File: config.mk
export PLATFORM = sky130hd
export DESIGN_NAME = reverse_calendar_clock_top
export DESIGN_NICKNAME = d
export VERILOG_FILES = /design/src/rtl/rcc_pkg.sv /design/src/rtl/rcc_front.sv /design/src/rtl/rcc_back.sv /design/src/rtl/reverse_calendar_clock_top.sv
export VERILOG_INCLUDE_DIRS = /design/src /design/src/rtl
export SDC_FILE = /design/constraint.sdc
export NUM_CORES = 1
export LEC_CHECK = 0
export ABC_AREA = 1
export ABC_CLOCK_PERIOD_IN_PS = 10300
export BUFFER_PORTS_ARGS = -buffer_cell sky130_fd_sc_hd__buf_2
export CAP_MARGIN = 20
export CORE_ASPECT_RATIO = 1.5
export CORE_MARGIN = 5
export CORE_UTILIZATION = 50
export DETAILED_ROUTE_END_ITERATION = 12
export PLACE_DENSITY = 0.76
export SKIP_CTS_REPAIR_TIMING = 1
export SLEW_MARGIN = 30
export SYNTH_ARGS = -nofsm -noshare
export SYNTH_HDL_FRONTEND = slang
export SYNTH_HIERARCHICAL = 1
export SYNTH_SLANG_ARGS = --single-unit
File: constraint.sdc
create_clock -name clk -period 10.3 [get_ports clk]
set_clock_uncertainty 0.05 [all_clocks]
set_input_delay 2.575 -clock clk [delete_from_list [all_inputs] [get_ports clk]]
set_output_delay 2.575 -clock clk [all_outputs]
set_load 0.01 [all_outputs]
File: src/rtl/assert_macros.svh
// assertion macros used by the reverse calendar clock back module
`ifndef ASSERT_MACROS_SVH
`define ASSERT_MACROS_SVH

// property that must hold at every clock edge outside reset
`define RCC_ASSERT(lbl, prop, msg) \
  lbl: assert property (@(posedge clk) disable iff (rst) (prop)) else $error(msg);

// antecedent at one edge implies consequent at the next edge
`define RCC_ASSERT_NEXT(lbl, ante, cons, msg) \
  lbl: assert property (@(posedge clk) disable iff (rst) (ante) |=> (cons)) else $error(msg);

`endif

File: src/rtl/rcc_pkg.sv
// shared types, constants and calendar helpers for the reverse calendar clock
package rcc_pkg;

  // field widths
  localparam int unsigned SEC_W   = 6;
  localparam int unsigned MIN_W   = 6;
  localparam int unsigned HOUR_W  = 5;
  localparam int unsigned DAY_W   = 5;
  localparam int unsigned MONTH_W = 4;
  localparam int unsigned YEAR_W  = 14;
  localparam int unsigned CENT_W  = 7;
  localparam int unsigned CFG_W   = 6;
  localparam int unsigned CFG_IDX_W = 2;
  localparam int unsigned IN_DATA_W  = 8;
  localparam int unsigned OUT_DATA_W = 40;

  // limits and reset values
  localparam logic [SEC_W-1:0]   MAX_BACK  = 6'd60;
  localparam logic [SEC_W-1:0]   LAST_SEC  = 6'd59;
  localparam logic [MIN_W-1:0]   LAST_MIN  = 6'd59;
  localparam logic [HOUR_W-1:0]  LAST_HOUR = 5'd23;
  localparam logic [MONTH_W-1:0] LAST_MONTH = 4'd12;
  localparam logic [YEAR_W-1:0]  YEAR_TOP  = 14'd9999;
  localparam logic [CENT_W-1:0]  LAST_TWO_DIGITS = 7'd99;

  localparam logic [HOUR_W-1:0]  RST_HOUR  = 5'd12;
  localparam logic [MIN_W-1:0]   RST_MIN   = 6'd0;
  localparam logic [SEC_W-1:0]   RST_SEC   = 6'd0;
  localparam logic [DAY_W-1:0]   RST_DAY   = 5'd4;
  localparam logic [MONTH_W-1:0] RST_MONTH = 4'd9;
  localparam logic [YEAR_W-1:0]  RST_YEAR  = 14'd2026;
  localparam logic [CENT_W-1:0]  RST_YEAR_HI = 7'd20;
  localparam logic [CENT_W-1:0]  RST_YEAR_LO = 7'd26;

  localparam logic [HOUR_W-1:0]  RST_ALARM_HOUR = 5'd11;
  localparam logic [MIN_W-1:0]   RST_ALARM_MIN  = 6'd55;
  localparam logic [SEC_W-1:0]   RST_ALARM_SEC  = 6'd0;

  // item kinds
  typedef enum logic {
    OP_SECONDS = 1'b0,
    OP_DAY     = 1'b1
  } op_t;

  // configuration register indexes
  typedef enum logic [CFG_IDX_W-1:0] {
    CFG_ALARM_HOUR   = 2'd0,
    CFG_ALARM_MINUTE = 2'd1,
    CFG_ALARM_SECOND = 2'd2,
    CFG_ALARM_ENABLE = 2'd3
  } cfg_idx_t;

  // classified command passed from front to back
  typedef struct packed {
    op_t              op;
    logic [SEC_W-1:0] secs;
  } cmd_t;

  // days in a month, leap flag picks february length
  function automatic logic [DAY_W-1:0] month_days(input logic [MONTH_W-1:0] m,
                                                  input logic leap);
    logic [DAY_W-1:0] d;
    case (m)
      4'd2:                   d = leap ? 5'd29 : 5'd28;
      4'd4, 4'd6, 4'd9, 4'd11: d = 5'd30;
      default:                d = 5'd31;
    endcase
    return d;
  endfunction

endpackage

File: src/rtl/rcc_front.sv
// input side: accepts items, saturates the step and queues commands
module rcc_front (
  input  logic                       clk,
  input  logic                       rst,
  input  logic                       s_tvalid,
  output logic                       s_tready,
  input  logic [rcc_pkg::IN_DATA_W-1:0] s_tdata,  // [5:0] seconds_back, rest zero
  input  logic                       s_tuser,   // [0] op
  output logic                       cmd_valid,
  output rcc_pkg::cmd_t              cmd,
  input  logic                       cmd_pop
);
  import rcc_pkg::*;

  cmd_t             queue [2];
  logic             wr_ptr;
  logic             rd_ptr;
  logic [1:0]       count;
  logic             push;
  cmd_t             cmd_in;
  logic [SEC_W-1:0] secs_in;

  // classify the incoming transfer, clamp the step to one minute
  always_comb begin
    secs_in = s_tdata[SEC_W-1:0];
    if (secs_in > MAX_BACK) begin
      secs_in = MAX_BACK;
    end
    cmd_in.op   = op_t'(s_tuser);
    cmd_in.secs = secs_in;
  end

  assign s_tready  = (count != 2'd2);
  assign push      = s_tvalid && s_tready;
  assign cmd_valid = (count != 2'd0);
  assign cmd       = queue[rd_ptr];

  // queue storage
  always_ff @(posedge clk) begin
    if (push) begin
      queue[wr_ptr] <= cmd_in;
    end
  end

  // queue pointers and fill level
  always_ff @(posedge clk) begin
    if (rst) begin
      wr_ptr <= 1'b0;
      rd_ptr <= 1'b0;
      count  <= 2'd0;
    end else begin
      if (push) begin
        wr_ptr <= ~wr_ptr;
      end
      if (cmd_pop) begin
        rd_ptr <= ~rd_ptr;
      end
      case ({push, cmd_pop})
        2'b10:   count <= count + 2'd1;
        2'b01:   count <= count - 2'd1;
        default: count <= count;
      endcase
    end
  end

endmodule

File: src/rtl/rcc_back.sv
// clock side: holds time, date and alarm, applies commands, drives results
module rcc_back (
  input  logic                           clk,
  input  logic                           rst,
  input  logic                           cfg_we,
  input  logic [rcc_pkg::CFG_IDX_W-1:0]  cfg_addr,
  input  logic [rcc_pkg::CFG_W-1:0]      cfg_wdata,
  input  logic                           cmd_valid,
  input  rcc_pkg::cmd_t                  cmd,
  output logic                           cmd_pop,
  output logic                           m_tvalid,
  input  logic                           m_tready,
  output logic [rcc_pkg::OUT_DATA_W-1:0] m_tdata,
  output logic                           m_tuser
);
  import rcc_pkg::*;

  `include "assert_macros.svh"

  // alarm configuration
  logic [HOUR_W-1:0] alarm_hour;
  logic [MIN_W-1:0]  alarm_minute;
  logic [SEC_W-1:0]  alarm_second;
  logic              alarm_enable;

  // clock state
  logic [HOUR_W-1:0]  hour_now,   hour_next;
  logic [MIN_W-1:0]   minute_now, minute_next;
  logic [SEC_W-1:0]   second_now, second_next;
  logic [DAY_W-1:0]   day_now,    day_next;
  logic [MONTH_W-1:0] month_now,  month_next;
  logic [YEAR_W-1:0]  year_now,   year_next;
  logic [CENT_W-1:0]  year_hi,    year_hi_next;
  logic [CENT_W-1:0]  year_lo,    year_lo_next;
  logic               alarm_fired;
  logic               hit_next;

  logic               sec_borrow;
  logic               day_borrow;
  logic               leap_now;
  logic [SEC_W:0]     sec_wrap;

  // config writes
  always_ff @(posedge clk) begin
    if (rst) begin
      alarm_hour   <= RST_ALARM_HOUR;
      alarm_minute <= RST_ALARM_MIN;
      alarm_second <= RST_ALARM_SEC;
      alarm_enable <= 1'b1;
    end else if (cfg_we) begin
      unique case (cfg_idx_t'(cfg_addr))
        CFG_ALARM_HOUR:   alarm_hour   <= cfg_wdata[HOUR_W-1:0];
        CFG_ALARM_MINUTE: alarm_minute <= cfg_wdata[MIN_W-1:0];
        CFG_ALARM_SECOND: alarm_second <= cfg_wdata[SEC_W-1:0];
        CFG_ALARM_ENABLE: alarm_enable <= cfg_wdata[0];
        default:          alarm_enable <= alarm_enable;
      endcase
    end
  end

  // take a command whenever the output register is free or draining
  assign cmd_pop = cmd_valid && (!m_tvalid || m_tready);

  // leap rule on the split year: century years use the upper two digits
  assign leap_now = (year_lo == '0) ? (year_hi[1:0] == 2'd0) : (year_lo[1:0] == 2'd0);

  // borrow chain for one command
  always_comb begin
    hour_next    = hour_now;
    minute_next  = minute_now;
    second_next  = second_now;
    day_next     = day_now;
    month_next   = month_now;
    year_next    = year_now;
    year_hi_next = year_hi;
    year_lo_next = year_lo;
    hit_next     = 1'b0;

    sec_borrow = (cmd.op == OP_SECONDS) && (second_now < cmd.secs);
    sec_wrap   = {1'b0, second_now} + 7'd60 - {1'b0, cmd.secs};
    day_borrow = (cmd.op == OP_DAY) ||
                 (sec_borrow && (minute_now == '0) && (hour_now == '0));

    // seconds, minutes, hours
    if (cmd.op == OP_SECONDS) begin
      if (!sec_borrow) begin
        second_next = second_now - cmd.secs;
      end else begin
        second_next = sec_wrap[SEC_W-1:0];
        if (minute_now != '0) begin
          minute_next = minute_now - 6'd1;
        end else begin
          minute_next = LAST_MIN;
          if (hour_now != '0) begin
            hour_next = hour_now - 5'd1;
          end else begin
            hour_next = LAST_HOUR;
          end
        end
      end
    end

    // day, month, year
    if (day_borrow) begin
      if (day_now > 5'd1) begin
        day_next = day_now - 5'd1;
      end else begin
        if (month_now > 4'd1) begin
          month_next = month_now - 4'd1;
        end else begin
          month_next = LAST_MONTH;
          if (year_now == '0) begin
            year_next    = YEAR_TOP;
            year_hi_next = LAST_TWO_DIGITS;
            year_lo_next = LAST_TWO_DIGITS;
          end else begin
            year_next = year_now - 14'd1;
            if (year_lo == '0) begin
              year_lo_next = LAST_TWO_DIGITS;
              year_hi_next = year_hi - 7'd1;
            end else begin
              year_lo_next = year_lo - 7'd1;
            end
          end
        end
        // february is only reached from march, so the year is unchanged there
        day_next = month_days(month_next, leap_now);
      end
    end

    // alarm check after a seconds step
    if ((cmd.op == OP_SECONDS) && alarm_enable && !alarm_fired &&
        (hour_next == alarm_hour) && (minute_next == alarm_minute) &&
        (second_next == alarm_second)) begin
      hit_next = 1'b1;
    end
  end

  // clock state update
  always_ff @(posedge clk) begin
    if (rst) begin
      hour_now    <= RST_HOUR;
      minute_now  <= RST_MIN;
      second_now  <= RST_SEC;
      day_now     <= RST_DAY;
      month_now   <= RST_MONTH;
      year_now    <= RST_YEAR;
      year_hi     <= RST_YEAR_HI;
      year_lo     <= RST_YEAR_LO;
      alarm_fired <= 1'b0;
    end else if (cmd_pop) begin
      hour_now    <= hour_next;
      minute_now  <= minute_next;
      second_now  <= second_next;
      day_now     <= day_next;
      month_now   <= month_next;
      year_now    <= year_next;
      year_hi     <= year_hi_next;
      year_lo     <= year_lo_next;
      if (hit_next) begin
        alarm_fired <= 1'b1;
      end
    end
  end

  // output register valid
  always_ff @(posedge clk) begin
    if (rst) begin
      m_tvalid <= 1'b0;
    end else if (cmd_pop) begin
      m_tvalid <= 1'b1;
    end else if (m_tready) begin
      m_tvalid <= 1'b0;
    end
  end

  // output register payload
  always_ff @(posedge clk) begin
    if (cmd_pop) begin
      m_tdata <= {second_next, minute_next, hour_next, year_next, month_next, day_next};
      m_tuser <= hit_next;
    end
  end

  `RCC_ASSERT_NEXT(a_latch_holds, alarm_fired, alarm_fired, "alarm latch cleared")
  `RCC_ASSERT(a_hit_sets_latch, !(m_tvalid && m_tuser) || alarm_fired,
              "alarm hit shown without latch set")
  `RCC_ASSERT(a_time_range, (second_now <= LAST_SEC) && (minute_now <= LAST_MIN) &&
              (hour_now <= LAST_HOUR), "time of day out of range")
  `RCC_ASSERT(a_date_range, (day_now != '0) && (month_now != '0) &&
              (month_now <= LAST_MONTH) && (year_now <= YEAR_TOP), "date out of range")

endmodule

File: src/rtl/reverse_calendar_clock_top.sv
// top level of the reverse calendar clock
//
// Input channel s_*: one transfer per item. s_tuser is the op (0 steps the
// time back by s_tdata[5:0] seconds, values above 60 count as 60; 1 steps
// the date back one day). Output channel m_*: one result transfer per item
// with the date and time after the step and, in m_tuser, the alarm hit.
// Config: cfg_we writes cfg_wdata into the register cfg_addr picks
// (0 alarm hour, 1 alarm minute, 2 alarm second, 3 alarm enable); write
// only while no item is in flight.
// A result passes through the command queue and then the output register.
// Throughput: one item per cycle while m_tready stays high; the whole borrow
// chain and the alarm compare are combinational in the back stage.
// A two-entry command queue separates the input and output sides, so input
// keeps flowing while a result waits. If m_tready stays low the result is
// held, the queue fills and s_tready drops after two more items.
// Reset (rst, synchronous): 12:00:00 on 4 September 2026, alarm at 11:55:00
// enabled and not fired, queue and output empty.
module reverse_calendar_clock_top (
  input  logic                           clk,
  input  logic                           rst,
  input  logic                           s_tvalid,
  output logic                           s_tready,
  input  logic [rcc_pkg::IN_DATA_W-1:0]  s_tdata,   // [5:0] seconds_back, [7:6] zero
  input  logic                           s_tuser,   // [0] op
  output logic                           m_tvalid,
  input  logic                           m_tready,
  // [4:0] day_out, [8:5] month_out, [22:9] year_out, [27:23] hour_out,
  // [33:28] minute_out, [39:34] second_out
  output logic [rcc_pkg::OUT_DATA_W-1:0] m_tdata,
  output logic                           m_tuser,   // [0] alarm_hit
  input  logic                           cfg_we,
  input  logic [rcc_pkg::CFG_IDX_W-1:0]  cfg_addr,
  input  logic [rcc_pkg::CFG_W-1:0]      cfg_wdata
);
  import rcc_pkg::*;

  logic cmd_valid;
  cmd_t cmd;
  logic cmd_pop;

  // accept and queue
  rcc_front u_front (
    .clk       (clk),
    .rst       (rst),
    .s_tvalid  (s_tvalid),
    .s_tready  (s_tready),
    .s_tdata   (s_tdata),
    .s_tuser   (s_tuser),
    .cmd_valid (cmd_valid),
    .cmd       (cmd),
    .cmd_pop   (cmd_pop)
  );

  // clock state and result register
  rcc_back u_back (
    .clk       (clk),
    .rst       (rst),
    .cfg_we    (cfg_we),
    .cfg_addr  (cfg_addr),
    .cfg_wdata (cfg_wdata),
    .cmd_valid (cmd_valid),
    .cmd       (cmd),
    .cmd_pop   (cmd_pop),
    .m_tvalid  (m_tvalid),
    .m_tready  (m_tready),
    .m_tdata   (m_tdata),
    .m_tuser   (m_tuser)
  );

endmodule

==> flow_summary.toml <==
[outcome]
status = "finished, final reports clean"

[sta]
final_max_slew_viol_count = 0
hold_ws_ps = 412
min_period_ps = 4540
finalCritPeriodShare_pct = 44.1
fmax_mhz = 220
hold_violations = 0
worst_pin_slew_ps = 845
maxSlewHeadroom_pct = 43.7
timing.setup.tns_ps = 0
rsz0062_at_grt = "false"
setup_violations = 0

[grt]
track_usage_pct = 19.2
grt_pass1_vias = 5461
grt-ovfl-total = 0
antenna_found_initial = 0
grt_pass1_wl_um = 25300
grt_max_degree = 76

[cts]
clock_path_buffers = 2
htree_levels = 4
root_buffer = "clkbuf_16"
cts_buffers = 17
clock_latency_ps = 420
clk_pin_slew_worst_paths_ps = 60
cts_sinks = 129
cts_tree = "done"

[final_layout]
num_antenna_cells = 0
final_cell_area_mm2 = 0.00790
drive_gt1_share_pct = 15.8
nNetsFinal = 950
area_growth_pct = 14.7
fillCellCount = 1193

[pwr]
vdd_drop_max_uv = 149
p_per_area_mw_per_mm2 = 355
finalPower_mw = 2.80
p_leak_nw = 3.68

[placed_design]
place_area_mm2 = 0.00727
portBuffers = 62
routabilityCongestion = 0.832
place_hpwl_um = 10500

[critical_path]
crit_path_end_kind = "flop"
crit_path_max_fanout = 75
worstSetupStartpointType = "input port"
worstPathArrival_ps = 4850
critPathRequiredTime_ps = 10610
criticalPathCategory = "input port to flop"

[floorplan]
die_area_mm2 = 0.0163
core-area_mm2 = 0.0135
initial_core_util_pct = 50.9
die_h_um = 154
die_w_um = 106
io_pins = 65
rows = 52

[detailed_routing]
drtIter0Drc = 366
drc = 0
routed-via-count = 5694
viasPerCell = 5.29
drtPass1Iterations = 5
finalWirelength_um = 15200
ant_nets = 0
wire_per_inst_um = 14.1

[synthesis]
synth_cell_type_count = 50
synth_area_per_cell_um2 = 8.13
synth_top_cells_by_count = "nand2_1 (161), inv_1 (127), dfxtp_1 (74), o21ai_0 (71), a21oi_1 (66)"
ys_warn_count = 6
synth_area_leaders = "edfxtp_1 (24%), dfxtp_1 (22%), nand2_1 (8.8%), inv_1 (6.9%), o21ai_0 (5.2%)"
syn-num-nets = 895
synth_seq_cells = 129
synth_edf_count = 55
postSynth.asyncResetShare_pct = 0
postSynthCellCount = 847
synth_flop_cell = "dfxtp_1"
seq_area_frac_synth_pct = 45.5
synth.cell_area_mm2 = 0.00688
synth_most_common_cell = "nand2_1"
synth_top_cell_area_share_pct = 24.0
yosys.area.top_type = "edfxtp_1"

[worst_hold_path]
hp-class = "flop to flop"

[run]
cap_viol_max_count = 0
-- worst paths after layout --
kind | from | to | slack (ps) | cells past startpoint
worst max-delay path | m_tready | u_front/count[1]$_SDFFE_PP0P_ | 5760 | 13
worst min-delay path | u_back/alarm_fired$_SDFFE_PP0P_ | u_back/alarm_fired$_SDFFE_PP0P_ | 410 | 2
worst max register to register | flop | u_back/year_now[5]$_SDFFE_PP1P_ | 6770 | 16
worst min register to register | u_back/alarm_fired$_SDFFE_PP0P_ | u_back/alarm_fired$_SDFFE_PP0P_ | 410 | 2
-- worst max-delay path, stage by stage --
cell	delay (ps)
buf_2	70
inv_1	30
nand2_1	60
nand2_1	50
buf_4	260
inv_2	340
buf_4	690
ha_1	350
inv_1	100
nand2_1	60
nor2_1	80
nor2_1	40
nor2_1	90
-- cells in the final DEF (no fill, tap or decap), types with 9 or more instances in the layout --
cell / n
o21ai_0: 71
clkbuf_16: 17
inv_2: 9
nand2_1: 161
xor2_1: 15
nor2_1: 60
edfxtp_1: 55
nand4_1: 14
o211ai_1: 10
buf_2: 62
nand3_1: 50
dfxtp_1: 74
a21oi_1: 66
inv_1: 125
ha_1: 23
o21ai_1: 9
-- through the flow --
step / setup slack, ps / cells / utilization [%]
final: 5760 / 1077 / 58.3
after global routing: 5430 / 1077 / 58.3
after detailed placement: 5310 / 1045 / 53.7
after global placement: 5350 / 1045 / 53.7
after floorplan: 4740 / 847 / -
after CTS: 5740 / 1077 / 58.3
-- routing by layer --
| metal | vias up | wire [µm] | GRT usage (%) |
|---|---|---|---|
| met5 | - | 0 | 0 |
| met4 | 0 | 334 | 8.09 |
| met3 | 29 | 470 | 3.69 |
| met2 | 128 | 8110 | 35.1 |
| met1 | 2629 | 6300 | 21.7 |
| li1 | 2908 | - | - |
-- where the power goes --
| part | total (mW) | leakage [nW] | internal (mW) | switching [mW] |
|---|---|---|---|---|
| Sequential | 0.871 | 1.12 | 0.765 | 0.106 |
| Combinational | 1.31 | 2.26 | 0.442 | 0.868 |
| Clock | 0.624 | 0.299 | 0.391 | 0.234 |
| Total | 2.80 | 3.68 | 1.60 | 1.21 |
-- sequential cells by signal (all words and copies together) (netlist names), 5 cells and up, named ones only --
| signal | flops |
|---|---|
| u_back/m_tdata | 40 |
| u_back/year_now | 14 |
| u_front/queue | 14 |
| u_back/year_lo | 7 |
| u_back/alarm_minute | 6 |
| u_back/alarm_second | 6 |
| u_back/minute_now | 6 |
| u_back/second_now | 6 |
| u_back/alarm_hour | 5 |
| u_back/day_now | 5 |
| u_back/hour_now | 5 |
-- cell families (layout without fill, tap and decap cells) --
group | count (synthesis) | after routing | share of synthesized area [%]
flops | 129 | 129 | 45.5
mux | 7 | 7 | 1.14
buf+inv | 165 | 233 | 9.71
compound gates | 171 | 171 | 13.4
fa+ha+maj | 26 | 26 | 5.05
simple gates | 328 | 328 | 22.5
xor+xnor | 21 | 21 | 2.67
-- final cells by class --
cell class	count	area, µm²	share of cell area, %
well taps	162	203	2.57
inverters	137	524	6.64
flip-flops and latches	129	3130	39.7
clock buffers	18	439	5.56
clock inverters	14	179	2.27
repair buffers	64	325	4.12
multi-input cells	553	3090	39.2
Note: power is estimated with default switching activity, not from simulation.
